### src/design/eecc_pkg.sv
// package for the event electron count combiner
// holds field widths, op codes, register indexes, the controller state, command and status types and the 2^x table
// no dependencies
package eecc_pkg;

    localparam int REG_W      = 20;
    localparam int AMT_W      = 16;
    localparam int CNT_W      = 4;
    localparam int EST_W      = 10;
    localparam int NUM_W      = 5;
    localparam int IDX_W      = 3;
    localparam int FRAC_W     = 8;
    localparam int DEF_PEAK_COUNT  = 3;
    localparam int DEF_MAX_OBJECTS = 15;

    localparam logic [1:0] OP_CLUSTER = 2'd0;
    localparam logic [1:0] OP_TRACK   = 2'd1;
    localparam logic [1:0] OP_END     = 2'd2;
    localparam logic [1:0] OP_UNUSED  = 2'd3;

    localparam logic [IDX_W-1:0] REG_EPEAK1 = 3'd0;
    localparam logic [IDX_W-1:0] REG_EPEAK2 = 3'd1;
    localparam logic [IDX_W-1:0] REG_EPEAK3 = 3'd2;
    localparam logic [IDX_W-1:0] REG_LPEAK1 = 3'd3;
    localparam logic [IDX_W-1:0] REG_LPEAK2 = 3'd4;
    localparam logic [IDX_W-1:0] REG_LPEAK3 = 3'd5;
    localparam logic [IDX_W-1:0] REG_UNUSED = 3'd7;

    typedef enum logic [2:0] {
        ST_IDLE,
        ST_SETUP,
        ST_DIVIDE,
        ST_FINISH,
        ST_OUTPUT
    } state_t;

    // controller commands to the datapath
    typedef struct packed {
        logic accumulate;
        logic setup;
        logic div_step;
        logic finish;
        logic load_out;
        logic clear;
    } cmd_t;

    // datapath status to the controller
    typedef struct packed {
        logic div_done;
    } status_t;

    // 2^(f/256)-1 in q8 from a bit-serial product of q2.30 constants for 2^(2^(b-8));
    // only evaluated on constants to build the lookup table
    function automatic logic [FRAC_W-1:0] pow2m1(input logic [FRAC_W-1:0] f);
        logic [63:0] r;
        logic [63:0] c;
        logic [63:0] g;
        r = 64'd1073741824;
        for (int b = FRAC_W - 1; b >= 0; b--) begin
            case (b)
                0: c = 64'd1076653033;
                1: c = 64'd1079572136;
                2: c = 64'd1085434106;
                3: c = 64'd1097253708;
                4: c = 64'd1121280435;
                5: c = 64'd1170923762;
                6: c = 64'd1276901417;
                default: c = 64'd1518500250;
            endcase
            if (f[b]) r = (r * c + 64'd536870912) >> 30;
        end
        g = (r - 64'd1073741824 + 64'd2097152) >> 22;
        return g[FRAC_W-1:0];
    endfunction

    // 256-entry 2^x-1 table, entry i at bits [i*8 +: 8]
    function automatic logic [256*FRAC_W-1:0] pow2m1_table();
        logic [256*FRAC_W-1:0] t;
        t = '0;
        for (int i = 0; i < 256; i++)
            t[i*FRAC_W +: FRAC_W] = pow2m1(FRAC_W'(i));
        return t;
    endfunction

endpackage

### src/design/eecc_ctrl.sv
// controller for the event electron count combiner
// sequences accumulation, the two shared-step divisions and the result handoff; uses eecc_pkg
module eecc_ctrl (
    input  logic              aclk,
    input  logic              aresetn,
    input  logic              s_valid,
    output logic              s_ready,
    input  logic [1:0]        s_op,
    output logic              m_valid,
    input  logic              m_ready,
    input  eecc_pkg::status_t status,
    output eecc_pkg::cmd_t    cmd
);
    import eecc_pkg::*;

    state_t state_reg, state_next;
    logic   m_valid_reg, m_valid_next;
    logic   accept;

    // state and output flag registers
    always_ff @(posedge aclk) begin
        if (!aresetn) begin
            state_reg   <= ST_IDLE;
            m_valid_reg <= 1'b0;
        end else begin
            state_reg   <= state_next;
            m_valid_reg <= m_valid_next;
        end
    end

    assign accept  = s_valid && s_ready;
    assign m_valid = m_valid_reg;

    // next state and commands
    always_comb begin
        state_next   = state_reg;
        m_valid_next = m_valid_reg;
        cmd          = '0;
        s_ready      = 1'b0;
        if (m_valid_reg && m_ready) m_valid_next = 1'b0;
        case (state_reg)
            ST_IDLE: begin
                s_ready = 1'b1;
                if (accept) begin
                    if (s_op == OP_END) begin
                        state_next = ST_SETUP;
                    end else begin
                        cmd.accumulate = 1'b1;
                    end
                end
            end
            ST_SETUP: begin
                cmd.setup  = 1'b1;
                state_next = ST_DIVIDE;
            end
            ST_DIVIDE: begin
                cmd.div_step = 1'b1;
                if (status.div_done) state_next = ST_FINISH;
            end
            ST_FINISH: begin
                cmd.finish = 1'b1;
                state_next = ST_OUTPUT;
            end
            ST_OUTPUT: begin
                // wait for the output register to be free
                if (!m_valid_reg || m_ready) begin
                    cmd.load_out = 1'b1;
                    cmd.clear    = 1'b1;
                    m_valid_next = 1'b1;
                    state_next   = ST_IDLE;
                end
            end
            default: state_next = ST_IDLE;
        endcase
    end

    // end of event never leaves a result pending twice
    a_load_free: assert property (@(posedge aclk) disable iff (!aresetn)
        cmd.load_out |-> (!m_valid_reg || m_ready))
        else $error("result overwritten");
    a_no_accept_busy: assert property (@(posedge aclk) disable iff (!aresetn)
        (state_reg != ST_IDLE) |-> !s_ready)
        else $error("request taken while busy");
    a_setup_follows: assert property (@(posedge aclk) disable iff (!aresetn)
        (accept && s_op == OP_END) |=> state_reg == ST_SETUP)
        else $error("end of event not started");
endmodule

### src/design/eecc_datapath.sv
// datapath for the event electron count combiner
// sums, counters, peak registers, two restoring dividers and the combine logic; uses eecc_pkg
module eecc_datapath #(
    parameter int PEAK_COUNT  = eecc_pkg::DEF_PEAK_COUNT,
    parameter int MAX_OBJECTS = eecc_pkg::DEF_MAX_OBJECTS
) (
    input  logic                           aclk,
    input  logic                           aresetn,
    input  eecc_pkg::cmd_t                 cmd,
    output eecc_pkg::status_t              status,
    input  logic [1:0]                     s_op,
    input  logic [eecc_pkg::AMT_W-1:0]     s_amount,
    input  logic                           cfg_write,
    input  logic [eecc_pkg::IDX_W-1:0]     cfg_index,
    input  logic [eecc_pkg::REG_W-1:0]     cfg_data,
    output logic [eecc_pkg::NUM_W-1:0]     m_electron_count,
    output logic [eecc_pkg::CNT_W-1:0]     m_track_count,
    output logic [eecc_pkg::CNT_W-1:0]     m_cluster_count,
    output logic [eecc_pkg::EST_W-1:0]     m_energy_estimate,
    output logic [eecc_pkg::EST_W-1:0]     m_light_estimate
);
    import eecc_pkg::*;

    localparam int LIMIT_I = (MAX_OBJECTS > 15) ? 15 : MAX_OBJECTS;
    localparam logic [CNT_W-1:0] LIMIT = CNT_W'(LIMIT_I);
    localparam int NP = (PEAK_COUNT > 3) ? 3 : PEAK_COUNT;
    localparam logic [1:0] NPK = 2'(NP);
    localparam logic [256*FRAC_W-1:0] POW_TBL = pow2m1_table();

    logic [REG_W-1:0] epeak_reg [3];
    logic [REG_W-1:0] lpeak_reg [3];
    logic [REG_W-1:0] esum_reg, lsum_reg;
    logic [CNT_W-1:0] ccnt_reg, tcnt_reg;

    // peak registers
    always_ff @(posedge aclk) begin
        if (!aresetn) begin
            epeak_reg[0] <= REG_W'(4000);
            epeak_reg[1] <= REG_W'(8000);
            epeak_reg[2] <= REG_W'(12000);
            lpeak_reg[0] <= REG_W'(1600);
            lpeak_reg[1] <= REG_W'(3200);
            lpeak_reg[2] <= REG_W'(4800);
        end else if (cfg_write) begin
            case (cfg_index)
                REG_EPEAK1: epeak_reg[0] <= cfg_data;
                REG_EPEAK2: epeak_reg[1] <= cfg_data;
                REG_EPEAK3: epeak_reg[2] <= cfg_data;
                REG_LPEAK1: lpeak_reg[0] <= cfg_data;
                REG_LPEAK2: lpeak_reg[1] <= cfg_data;
                REG_LPEAK3: lpeak_reg[2] <= cfg_data;
                default: ;
            endcase
        end
    end

    // saturating sums and counts
    logic [REG_W:0] esum_add, lsum_add;
    assign esum_add = {1'b0, esum_reg} + (REG_W+1)'(s_amount);
    assign lsum_add = {1'b0, lsum_reg} + (REG_W+1)'(s_amount);

    always_ff @(posedge aclk) begin
        if (!aresetn || cmd.clear) begin
            esum_reg <= '0;
            lsum_reg <= '0;
            ccnt_reg <= '0;
            tcnt_reg <= '0;
        end else if (cmd.accumulate) begin
            if (s_op == OP_CLUSTER) begin
                esum_reg <= esum_add[REG_W] ? '1 : esum_add[REG_W-1:0];
                if (ccnt_reg < LIMIT) ccnt_reg <= ccnt_reg + 1'b1;
            end else if (s_op == OP_TRACK) begin
                lsum_reg <= lsum_add[REG_W] ? '1 : lsum_add[REG_W-1:0];
                if (tcnt_reg < LIMIT) tcnt_reg <= tcnt_reg + 1'b1;
            end
        end
    end

    // peak search for one sum
    function automatic logic [1:0] peak_k(input logic [REG_W-1:0] s,
                                          input logic [REG_W-1:0] p0,
                                          input logic [REG_W-1:0] p1,
                                          input logic [REG_W-1:0] p2);
        logic [1:0] k;
        k = 2'd0;
        if (NP >= 1 && s >= p0) begin
            k = 2'd1;
            if (NP >= 2 && s >= p1) begin
                k = 2'd2;
                if (NP >= 3 && s >= p2) k = 2'd3;
            end
        end
        return k;
    endfunction

    logic [1:0] ek, lk;
    assign ek = peak_k(esum_reg, epeak_reg[0], epeak_reg[1], epeak_reg[2]);
    assign lk = peak_k(lsum_reg, lpeak_reg[0], lpeak_reg[1], lpeak_reg[2]);

    // division registers: remainder, divisor, quotient bits and step count
    logic [1:0]       ek_reg, lk_reg;
    logic [REG_W:0]   erem_reg, lrem_reg;
    logic [REG_W-1:0] eden_reg, lden_reg;
    logic [FRAC_W:0]  eq_reg, lq_reg;
    logic [3:0]       step_reg;

    logic [REG_W-1:0] elo, ehi, llo, lhi;
    always_comb begin
        elo = '0; ehi = '0; llo = '0; lhi = '0;
        case (ek)
            2'd1: begin elo = epeak_reg[0]; ehi = epeak_reg[1]; end
            2'd2: begin elo = epeak_reg[1]; ehi = epeak_reg[2]; end
            default: ;
        endcase
        case (lk)
            2'd1: begin llo = lpeak_reg[0]; lhi = lpeak_reg[1]; end
            2'd2: begin llo = lpeak_reg[1]; lhi = lpeak_reg[2]; end
            default: ;
        endcase
    end

    // restoring division steps; quotient of (sum-lo)*256/(hi-lo), nine bits then clamp
    logic [REG_W+1:0] etry, ltry;
    assign etry = {erem_reg, 1'b0} - {2'b0, eden_reg};
    assign ltry = {lrem_reg, 1'b0} - {2'b0, lden_reg};

    always_ff @(posedge aclk) begin
        if (cmd.setup) begin
            ek_reg   <= ek;
            lk_reg   <= lk;
            erem_reg <= {1'b0, esum_reg - elo};
            lrem_reg <= {1'b0, lsum_reg - llo};
            eden_reg <= ehi - elo;
            lden_reg <= lhi - llo;
            eq_reg   <= '0;
            lq_reg   <= '0;
            step_reg <= '0;
        end else if (cmd.div_step) begin
            step_reg <= step_reg + 1'b1;
            // remainder < divisor after step 0 check; first step tests quotient
            // overflow bit by comparing remainder directly
            if (step_reg == 4'd0) begin
                if (erem_reg >= {1'b0, eden_reg}) begin
                    eq_reg   <= {eq_reg[FRAC_W-1:0], 1'b1};
                    erem_reg <= erem_reg - {1'b0, eden_reg};
                end else eq_reg <= {eq_reg[FRAC_W-1:0], 1'b0};
                if (lrem_reg >= {1'b0, lden_reg}) begin
                    lq_reg   <= {lq_reg[FRAC_W-1:0], 1'b1};
                    lrem_reg <= lrem_reg - {1'b0, lden_reg};
                end else lq_reg <= {lq_reg[FRAC_W-1:0], 1'b0};
            end else begin
                if (!etry[REG_W+1]) begin
                    eq_reg   <= {eq_reg[FRAC_W-1:0], 1'b1};
                    erem_reg <= etry[REG_W:0];
                end else begin
                    eq_reg   <= {eq_reg[FRAC_W-1:0], 1'b0};
                    erem_reg <= {erem_reg[REG_W-1:0], 1'b0};
                end
                if (!ltry[REG_W+1]) begin
                    lq_reg   <= {lq_reg[FRAC_W-1:0], 1'b1};
                    lrem_reg <= ltry[REG_W:0];
                end else begin
                    lq_reg   <= {lq_reg[FRAC_W-1:0], 1'b0};
                    lrem_reg <= {lrem_reg[REG_W-1:0], 1'b0};
                end
            end
        end
    end

    assign status.div_done = (step_reg == 4'(FRAC_W));

    // estimates from peak index and clamped fraction, 2^x-1 by table lookup
    function automatic logic [EST_W-1:0] est(input logic [1:0] k,
                                             input logic [FRAC_W:0] q,
                                             input logic [REG_W-1:0] den,
                                             input logic [CNT_W-1:0] seen);
        logic [FRAC_W-1:0] f;
        logic [EST_W-1:0]  v;
        f = (den == '0) ? '0 : (q[FRAC_W] ? '1 : q[FRAC_W-1:0]);
        if (k == NPK) v = {NPK, {FRAC_W{1'b0}}};
        else if (k == 2'd0) v = (seen != '0) ? EST_W'(256) : '0;
        else v = {k, POW_TBL[{f, 3'b000} +: FRAC_W]};
        return v;
    endfunction

    logic [EST_W-1:0] e_reg, l_reg;
    always_ff @(posedge aclk) begin
        if (cmd.finish) begin
            e_reg <= est(ek_reg, eq_reg, eden_reg, ccnt_reg);
            l_reg <= est(lk_reg, lq_reg, lden_reg, tcnt_reg);
        end
    end

    // combination rules
    logic signed [12:0] es, ls, t256;
    logic [CNT_W-1:0]   re, rl;
    logic [EST_W:0]     e_rnd, l_rnd;
    logic [NUM_W-1:0]   num;
    assign es    = 13'(e_reg);
    assign ls    = 13'(l_reg);
    assign t256  = 13'({tcnt_reg, 8'd0});
    assign e_rnd = (EST_W+1)'(e_reg) + 11'd128;
    assign l_rnd = (EST_W+1)'(l_reg) + 11'd128;
    assign re    = CNT_W'(e_rnd[EST_W:FRAC_W]);
    assign rl    = CNT_W'(l_rnd[EST_W:FRAC_W]);

    always_comb begin
        if (tcnt_reg == '0 && ccnt_reg == '0)
            num = (e_reg != '0 || l_reg != '0) ? NUM_W'(1) : '0;
        else if (tcnt_reg == ccnt_reg)
            num = (es - t256 > 13'sd512 && ls - t256 > 13'sd768)
                ? NUM_W'(tcnt_reg) + 1'b1 : NUM_W'(tcnt_reg);
        else if (tcnt_reg == '0)
            num = NUM_W'((re < ccnt_reg) ? re : ccnt_reg);
        else if (ccnt_reg == '0)
            num = NUM_W'(tcnt_reg);
        else if (tcnt_reg < ccnt_reg)
            num = (es - t256 > 13'sd512 && ls - t256 > 13'sd512)
                ? NUM_W'(tcnt_reg) + 1'b1 : NUM_W'(tcnt_reg);
        else
            num = (tcnt_reg > re || tcnt_reg > rl)
                ? NUM_W'(tcnt_reg) - 1'b1 : NUM_W'(tcnt_reg);
    end

    // output register
    always_ff @(posedge aclk) begin
        if (cmd.load_out) begin
            m_electron_count  <= num;
            m_track_count     <= tcnt_reg;
            m_cluster_count   <= ccnt_reg;
            m_energy_estimate <= e_reg;
            m_light_estimate  <= l_reg;
        end
    end

    a_count_limit: assert property (@(posedge aclk) disable iff (!aresetn)
        (ccnt_reg <= LIMIT) && (tcnt_reg <= LIMIT))
        else $error("count above limit");
    a_clear: assert property (@(posedge aclk) disable iff (!aresetn)
        cmd.clear |=> (esum_reg == '0 && lsum_reg == '0 && ccnt_reg == '0))
        else $error("state not cleared");
    a_est_range: assert property (@(posedge aclk) disable iff (!aresetn)
        $past(cmd.finish) |-> (e_reg <= EST_W'(768) && l_reg <= EST_W'(768)))
        else $error("estimate out of range");
endmodule

### src/design/event_electron_count_combiner_top.sv
// Event electron count combiner. Cluster and track requests are taken one per cycle and
// only add to sums and counters. An end of event request runs through a setup state, nine
// steps of the shared restoring divider pair (both estimates divide side by side, one
// quotient bit a step), a finish state for the 2^x table and an output state that loads
// the output register, which waits as long as an earlier result is still held by m_ready
// low; no request is taken meanwhile. Peak registers are to be written on the cfg port only
// while the block is idle; the block itself does not enforce it.
// top level; instantiates eecc_ctrl and eecc_datapath, uses eecc_pkg
module event_electron_count_combiner_top #(
    parameter int PEAK_COUNT  = eecc_pkg::DEF_PEAK_COUNT,
    parameter int MAX_OBJECTS = eecc_pkg::DEF_MAX_OBJECTS
) (
    input  logic                          aclk,
    input  logic                          aresetn,
    input  logic                          s_valid,
    output logic                          s_ready,
    input  logic [1:0]                    s_op,
    input  logic [eecc_pkg::AMT_W-1:0]    s_amount,
    output logic                          m_valid,
    input  logic                          m_ready,
    output logic [eecc_pkg::NUM_W-1:0]    m_electron_count,
    output logic [eecc_pkg::CNT_W-1:0]    m_track_count,
    output logic [eecc_pkg::CNT_W-1:0]    m_cluster_count,
    output logic [eecc_pkg::EST_W-1:0]    m_energy_estimate,
    output logic [eecc_pkg::EST_W-1:0]    m_light_estimate,
    input  logic                          cfg_valid,
    output logic                          cfg_ready,
    input  logic [eecc_pkg::IDX_W-1:0]    cfg_index,
    input  logic [eecc_pkg::REG_W-1:0]    cfg_data
);
    import eecc_pkg::*;

    cmd_t    cmd;
    status_t status;

    assign cfg_ready = 1'b1;

    eecc_ctrl u_ctrl (
        .aclk    (aclk),
        .aresetn (aresetn),
        .s_valid (s_valid),
        .s_ready (s_ready),
        .s_op    (s_op),
        .m_valid (m_valid),
        .m_ready (m_ready),
        .status  (status),
        .cmd     (cmd)
    );

    eecc_datapath #(
        .PEAK_COUNT  (PEAK_COUNT),
        .MAX_OBJECTS (MAX_OBJECTS)
    ) u_datapath (
        .aclk              (aclk),
        .aresetn           (aresetn),
        .cmd               (cmd),
        .status            (status),
        .s_op              (s_op),
        .s_amount          (s_amount),
        .cfg_write         (cfg_valid && cfg_ready),
        .cfg_index         (cfg_index),
        .cfg_data          (cfg_data),
        .m_electron_count  (m_electron_count),
        .m_track_count     (m_track_count),
        .m_cluster_count   (m_cluster_count),
        .m_energy_estimate (m_energy_estimate),
        .m_light_estimate  (m_light_estimate)
    );
endmodule

### config.mk
export PLATFORM = sky130hd
export DESIGN_NAME = event_electron_count_combiner_top
export DESIGN_NICKNAME = d
export VERILOG_FILES = /design/src/design/eecc_pkg.sv /design/src/design/eecc_ctrl.sv /design/src/design/eecc_datapath.sv /design/src/design/event_electron_count_combiner_top.sv
export SDC_FILE = /design/constraint.sdc
export NUM_CORES = 1
export LEC_CHECK = 0
export ABC_AREA = 1
export ABC_CLOCK_PERIOD_IN_PS = 4100
export BUFFER_PORTS_ARGS = -buffer_cell sky130_fd_sc_hd__buf_4
export CORE_MARGIN = 2
export CORE_UTILIZATION = 40
export DETAILED_ROUTE_END_ITERATION = 8
export SYNTH_ARGS = -nofsm -noshare
export SYNTH_HDL_FRONTEND = slang
export SYNTH_HIERARCHICAL = 1
export SYNTH_SLANG_ARGS = --single-unit
### constraint.sdc
create_clock -name aclk -period 4.1 [get_ports aclk]
set_clock_uncertainty 0.15 [all_clocks]
set_input_delay 0.82 -clock aclk [delete_from_list [all_inputs] [get_ports aclk]]
set_output_delay 0.82 -clock aclk [all_outputs]
set_load 0.01 [all_outputs]
# Yosys cells after proc, flatten, opt, wreduce, memory -nomap -nowiden
# Memory sizes are Yosys's and may differ from the RTL's.
# Index checks and enable logic that the tools add are counted.
totals:
  register_bits: 213
  ram_bits: 120
  in_bits: 46
  out_inout_bits: 36
  elab_cells: 227
  mem_count: 2
mem_list:
  columns: ["memory", "words", "width", "rd", "rd_clocked_by_memory_dff", "write_ports", "line", "source"]
  rows:
  - ["u_datapath.epeak_reg", 3, 20, 3, 0, 3, "eecc_datapath.sv:30", "logic [REG_W-1:0] epeak_reg [3];"]
  - ["u_datapath.lpeak_reg", 3, 20, 3, 0, 3, "eecc_datapath.sv:31", "logic [REG_W-1:0] lpeak_reg [3];"]
op_classes:
  add_sub_neg: 19
  n_lt_le_gt_ge: 17
  n_eq_ne: 27
  shifts: 2
  mux: 94
  n_bitwise: 7
  n_reduce_logical: 35
ops:
  columns: ["cell", "count"]
  rows:
  - ["$shiftx A2048 B12 Y8 const A", 2]
  - ["$mux W20", 12]
  - ["$pmux W20 S2", 4]
  - ["$mux W21", 6]
  - ["$ge A20 B20 Y1", 6]
  - ["$sub A20 B20 Y20", 4]
  - ["$mux W1", 44]
  - ["$sub A22 B20 Y22", 2]
  - ["$add A20 B16 Y21", 2]
  - ["$ge A21 B20 Y1", 2]
  - ["$sub A21 B20 Y21", 2]
  - ["$logic_not A20 Y1", 2]
  - ["$mux W5", 8]
  - ["$gt A13 B11 Y1 const B", 3]
  - ["$mux W8", 4]
  - ["$sub A10 B12 Y13", 2]
  - ["$add A10 B8 Y11 const B", 2]
  - ["$mux W10", 2]
  - ["$reduce_bool A10 Y1", 2]
  - ["$mux W9", 2]
  - ["$pmux W3 S5", 1]
  - ["$add A4 B1 Y4 const B", 3]
  - ["$eq A3 B2 Y1 const B", 4]
  - ["$logic_not A4 Y1", 3]
  - ["30 further kinds", 77]

# Depth between registers and ports, before layout
# Gate-level depths: netlist of run 1.
depth:
  word_depth: 9
  ltp_mapped: 31

# By module
# The synthesis of run 1 kept the hierarchy.
by_module_without_submodules:
  columns: ["module", "instances", "cells_each", "area_each_um2"]
  rows:
  - ["eecc_datapath", 1, 4354, 31138.6]
  - ["eecc_ctrl", 1, 40, 252.7]
  - ["event_electron_count_combiner_top", 1, 2, 11.3]

# Worst setup path before layout of run 1
# No wires, ideal clock.
synth_timing:
  path_type: "reg2reg"
  start: "memory u_datapath.epeak_reg[1][7] (netlist: u_datapath/epeak_reg[0][27])"
  end: "register u_datapath.erem_reg[12], data pin"
  arrival_time_ns: 4.071
  slack_ns: -0.374
  path_stages_with_launch: 30
  path_buffers: 2
  path_cell_list: "edfxtp_1 > inv_1 > ha_1 > a21o_1 > o21ai_0 > o211ai_1 > nand2_1 > nand4_1 > nand2_1 > nand2_1 > inv_1 > ha_1 > clkbuf_1 > buf_1 > nand2_1 > a21oi_1 > ha_1 > inv_1 > fa_1 > nand3_1 > nand2_1 > a21oi_1 > o21ai_0 > inv_1 > nor2_1 > nor2_1 > o21ai_0 > xor2_1 > nand2_1 > nand2_1"
synth_lines:
  columns: ["item", "line", "source"]
  rows:
  - ["start: declaration", "eecc_datapath.sv:30", null]
  - ["end signal: assignment", "eecc_datapath.sv:131", "erem_reg <= {1'b0, esum_reg - elo};"]
  - ["end signal: assignment", "eecc_datapath.sv:145", "erem_reg <= erem_reg - {1'b0, eden_reg};"]
  - ["end signal: assignment", "eecc_datapath.sv:154", "erem_reg <= etry[REG_W:0];"]
  - ["end: declaration", "eecc_datapath.sv:102", "logic [REG_W:0] erem_reg, lrem_reg;"]

==> flow_summary.toml, run 1 <==
[outcome]
status = "finished, violations left"
violations = "setup timing"

[hold_path]
hp-start = "u_datapath/l_reg[3]$_SDFFCE_PP0P_"
min_to = "u_datapath/m_light_estimate[3]$_DFFE_PP_"
hp-class = "reg2reg"
hold_path_depth = 0

[pwr]
ir_drop_mv = 0.381
power.internal_mw = 10.4
power_mw = 19.6
p_per_area_nw_per_um2 = 464
switchingPower_mw = 9.16
comb_power_share = 0.560
netSwitchingFraction = 0.468
leakagePower_nw = 19.9
pwr-share-clk = 0.209
seqPwrFrac = 0.231

[global_route]
grt_pass1_wl_um = 168000
grt_start_max_net_pins = 54
gr-usage-all-layers = 0.257
antenna_found_initial = 0
grt_pass1_vias = 30700
grt_overflow = 0

[floorplan]
io_pins = 82
die-area_sq_um = 80800
initial_core_util = 0.405
row_count = 102
fp.dieW_um = 284
core_region_area_sq_um = 77600
die_h_um = 284

[synthesis]
syn_avg_cell_area_sq_um = 7.14
synthArstFlopShare = 0
yosys_register_bits = 333
ys_types = 59
synth_top_family_by_area = "simple AND/OR/NAND/NOR gates"
muxShareOfSynthArea = 0
netlist.area_leader.share = 0.246
synth_xor_area_frac = 0.0385
synth_fp_nets = 4816
synth_warnings = 6
synthAdderAreaFrac = 0.152
synth_edf_count = 257
ys_top_cells_by_count = "nand2_1 (1038), inv_1 (522), a21oi_1 (439)"
syn-cell-area_sq_um = 31400
synth_ff_type = "edfxtp_1"
yosysTopAreaCell = "edfxtp_1"
synthTopCellsByArea = "edfxtp_1 (25%), ha_1 (14%), nand2_1 (12%), a21oi_1 (7.0%), inv_1 (6.2%)"
synth_compound_area_frac = 0.174
synth.most_common_cell = "nand2_1"
ys_seq_area_frac = 0.294
syn_inst = 4396
yosys.area_share.simple = 0.257

[critical_path]
r2r-end = "u_datapath/eden_reg[18]$_DFFE_PP_"
startpoint_type = "register"
criticalPathCategory = "reg2reg"
cpLargestDelayFamily = "compound AO/OA/AOI/OAI gates"
crit_slowest_cell = "edfxtp_1"
crit_arrival_ns = 4.41
r2r_start = "u_datapath/epeak_reg[0][45]$_DFFE_PP_"
worst_path_most_repeated_cell = "nand2_1"
rr_worst_depth = 28
required_ns = 4.27
cp-end-kind = "register"
cp_max_fo = 4
critPathMaxStageDelay_ns = 0.39
ff2ff_setup_slack_ns = -0.14
path_buf_inv = 4

[cts]
clk_path_buf_depth = 3
cts.reportedPaths.clkPinSlew_ns = 0.06
root_buffer = "clkbuf_16"
cts_hold_buf = 0
tritoncts = "done"
cts.sinks = 333
clkLatencyLatePin_ns = 0.59
h-tree-depth = 2
cts_buffers = 43

[sta]
fin_crit_ns = 4.24
slew_headroom = 0.194
finalSetupViolCount = 31
timing.final.ws_setup_ns = -0.141
tightest_slew_ns = 1.21
fin_crit_sh = 1.03
slew_viol_final = 0
rsz0062_at_grt = "true"
hold_violations = 0
fmax_mhz = 236

[layout]
area.growth.synth_to_final_pct = 34.2
antenna_cells = 0
post-route-util = 0.543
fillCellCount = 7268
nets = 5429
drive_above_1_share = 0.265
fin_area_sq_um = 42100

[detailed_routing]
ant_nets = 0
drtIter0Drc = 3012
vias_per_cell = 5.39
wl_per_cell_um = 18.4
drt-pass1-iter-count = 5
drc = 0
num_vias = 32800
drt-total-wl_um = 112000

[placement]
placedInstanceArea_sq_um = 36800
hpwlAfterDp_um = 84200
gp_congestion = 0.967
port_buffers = 80
dp_slack_ns = -0.435

[job]
cap_violations = 0
power by group through the flow:
stage	clock, mW	sequential [mW]	combinational [mW]
final	4.08	4.52	11.0
after global routing	4.30	4.57	12.2
after CTS	4.19	4.51	10.4
after detailed placement	0	4.57	10.3
after global placement	0	4.57	10.3
after floorplan	0	4.43	7.74
area by class of cell:
class | count | area, sq um | share of cell area
clock buffers | 47 | 1140 | 0.0271
clock inverters | 32 | 394 | 0.00936
inverters | 536 | 2030 | 0.0481
multi-input cells | 3409 | 22500 | 0.534
flip-flops and latches | 333 | 9280 | 0.220
well taps | 1040 | 1300 | 0.0309
repair buffers | 686 | 5480 | 0.130
worst max-delay path by stage:
| stage | startpoint | endpoint | cells past startpoint |
|---|---|---|---|
| global placement | u_datapath/esum_reg[17]$_SDFFE_PP0P_ | u_datapath/erem_reg[17]$_DFFE_PP_ | 20 |
| CTS | u_datapath/epeak_reg[0][45]$_DFFE_PP_ | u_datapath/eden_reg[18]$_DFFE_PP_ | 28 |
| finish | u_datapath/epeak_reg[0][45]$_DFFE_PP_ | u_datapath/eden_reg[18]$_DFFE_PP_ | 28 |
| global route | u_datapath/lpeak_reg[0][5]$_DFFE_PP_ | u_datapath/lrem_reg[18]$_DFFE_PP_ | 27 |
| detailed placement | u_datapath/esum_reg[17]$_SDFFE_PP0P_ | u_datapath/erem_reg[17]$_DFFE_PP_ | 20 |
| floorplan | u_datapath/epeak_reg[0][27]$_SDFFCE_PP0P_ | u_datapath/erem_reg[12]$_DFFE_PP_ | 29 |
per-layer routing:
layer	share of wire	up-vias	track usage
met5	0	-	0
met4	0.035	0	0.0846
met3	0.052	196	0.0221
met2	0.46	1114	0.418
met1	0.45	15200	0.359
li1	-	16300	-
kinds of logic after synthesis:
logic type               count (synthesis)
AO/OA/AOI/OAI                          991
XOR/XNOR                               138
adder cells (fa/ha/maj)                374
buffers and inverters                  654
flip-flops                             333
other                                    2
AND/OR/NAND/NOR                       1904
cell usage in the layout (no fill, tap or decap), types with 29 or more instances in the layout:
cell,n
ha_4,84
nand4_1,62
o21ai_1,45
nand3_1,281
dfxtp_1,57
a31oi_1,44
buf_6,36
o21ai_0,248
nor3_1,29
edfxtp_1,257
nand2_2,79
o211ai_1,42
ha_1,272
a21oi_2,82
o21ai_2,32
xnor2_1,51
xor2_1,78
nand2_4,32
a21oi_1,339
inv_1,477
nor2_1,338
nand2_1,950
inv_2,52
buf_4,634
clkbuf_16,48
timing repair:
item,in CTS,in global routing
pin swaps,67,191
endpoints found under the setup margin,54,59
buffers inserted,21,48
gates cloned,0,5
resized for setup,197,487
through the flow:
stage | TNS, ns | hold slack (ns) | instances
CTS | -0.185 | 0.298 | 6032
global placement | -10.68 | 0.292 | 5932
detailed placement | -13.17 | 0.296 | 5932
finish | -2.29 | 0.301 | 6083
floorplan | -0.00129 | 0.277 | 4396
global route | -11.28 | 0.304 | 6083
No activity file was read; power rests on OpenSTA's default activity.
==> run 2, diff against run 1 <==
ABC_CLOCK_PERIOD_IN_PS = 5480   (was 4100)
GPL_TIMING_DRIVEN = 0   (was not set)
clock period = 5.48 ns   (was 4.1 ns; I/O delays follow)
==> run 2 against run 1 <==
Cell count fell by 8.2%. Register-to-register slack gained 0.45 ns. Clock power shrank 30%. Wire length is 4.0% lower. Sequential power fell by 25%. Critical path depth down 3. Count of clock-buffer cells in the layout decreased by 3. Combinational power shrank 26%. Hold slack worse by 0.0039 ns. Sequential share of layout area grew 4.5 points. Die area stayed put. The run now ends clean. First-iteration DRC count decreased by 6.0%. Highest routed layer unchanged.
==> flow_summary.toml, run 2 (synthesized netlist as in run 1, its figures left out) <==
[sta]
rsz0062_at_grt = "true"
fmax_mhz = 193
finalSetupViolCount = 0
fin_crit_ns = 5.17
timing.final.ws_setup_ns = 0.311
fin_crit_sh = 0.943
whs_ns = 0.297
tightest_slew_ns = 0.956
tns_ns = 0
slew_headroom = 0.361
hold_violations = 0
slew_viol_final = 0

[placement]
port_buffers = 80
hpwlAfterDp_um = 86900
dp_cells = 5519
placedInstanceArea_sq_um = 33400
gp_congestion = 0.998
dp_slack_ns = -0.471

[cts]
cts.sinks = 333
h-tree-depth = 2
tritoncts = "done"
root_buffer = "clkbuf_16"
clk_path_buf_depth = 3
clkLatencyLatePin_ns = 0.57
cts_buffers = 40
cts.reportedPaths.clkPinSlew_ns = 0.06

[global_route]
antenna_found_initial = 0
grt_pass1_wl_um = 166000
grt_overflow = 0
grt_pass1_vias = 29200
gr-usage-all-layers = 0.259
grt_start_max_net_pins = 35

[layout]
post-route-util = 0.449
area.growth.synth_to_final_pct = 10.9
layout.cells.most_common = "nand2_1"
fin_area_sq_um = 34800
antenna_cells = 0
nets = 4936
layout_common_cells = "nand2_1 (1038), inv_1 (520), a21oi_1 (436), nor2_1 (363), ha_1 (362)"
finalNonFillerCells = 5587
drive_above_1_share = 0.0688

[floorplan]
core_region_area_sq_um = 77600
die-area_sq_um = 80800
row_count = 102
die_h_um = 284
initial_core_util = 0.405
fp.dieW_um = 284
io_pins = 82

[pwr]
leakagePower_nw = 16.5
p_per_area_nw_per_um2 = 413
ir_drop_mv = 0.230
power_mw = 14.4

[detailed_routing]
drt-pass1-iter-count = 8
drt-total-wl_um = 107000
drtIter0Drc = 2831
num_vias = 31000
ant_nets = 0
drc = 0
wl_per_cell_um = 19.2
vias_per_cell = 5.55

[critical_path]
crit_arrival_ns = 5.44
required_ns = 5.75
startpoint_type = "register"
cp-end-kind = "register"
cp_max_fo = 10
ff2ff_setup_slack_ns = 0.31
criticalPathCategory = "reg2reg"
critPathMaxStageDelay_ns = 0.59
crit_slowest_cell = "dfxtp_1"
worst_path_most_repeated_cell = "nand2_1"

[job]
cap_violations = 0

[hold_path]
hp-class = "reg2reg"

[outcome]
status = "complete, no violations"
-- run 2: final cells by class --
type	instances	area, sq um
clock buffers	44	1030
multi-input cells	3409	19600
flip-flops and latches	333	9250
inverters	536	2020
clock inverters	29	358
well taps	1040	1300
plain buffers	113	633
repair buffers	83	659
fillers	8164	42800
-- run 2: layer usage --
metal  share of wire  global-route usage  wire length (um)  vias up
li1                -                   -                 -    15300
met1            0.44               0.356             47800    14300
met2            0.45               0.421             48000     1218
met3           0.067              0.0252              7230      224
met4           0.041              0.0982              4410        0
met5               0                   0                 0        -
-- run 2: path summary, 6_finish.rpt --
kind | startpoint | endpoint | cells past startpoint
min reg2reg | u_datapath/l_reg[6]$_SDFFCE_PP0P_ | u_datapath/m_light_estimate[6]$_DFFE_PP_ | 0
min | u_datapath/l_reg[6]$_SDFFCE_PP0P_ | u_datapath/m_light_estimate[6]$_DFFE_PP_ | 0
max | u_datapath/lsum_reg[11]$_SDFFE_PP0P_ | u_datapath/lrem_reg[16]$_DFFE_PP_ | 25
max reg2reg | u_datapath/lsum_reg[11]$_SDFFE_PP0P_ | u_datapath/lrem_reg[16]$_DFFE_PP_ | 25
-- run 2: worst max-delay path: cells and delay by family, from the launching register on --
family	cells	cell delay [ns]
adder cells (fa/ha/maj)	4	1.25
AO/OA/AOI/OAI	6	1.20
AND/OR/NAND/NOR	10	1.01
flip-flops	1	0.59
buffers and inverters	4	0.56
XOR/XNOR	1	0.25
-- run 2: repair_timing --
action / CTS / global route
setup endpoints to repair: 9 / 34
pin swaps: 0 / 0
buffers inserted: 0 / 0
gates cloned: 0 / 0
resized for setup: 5 / 47
hold buffers: 0 / 0
-- run 2: power by group --
group | total [mW] | internal (mW) | switching (mW)
Sequential | 3.39 | 3.13 | 0.260
Combinational | 8.17 | 2.61 | 5.55
Clock | 2.85 | 1.70 | 1.15
Total | 14.4 | 7.44 | 6.97
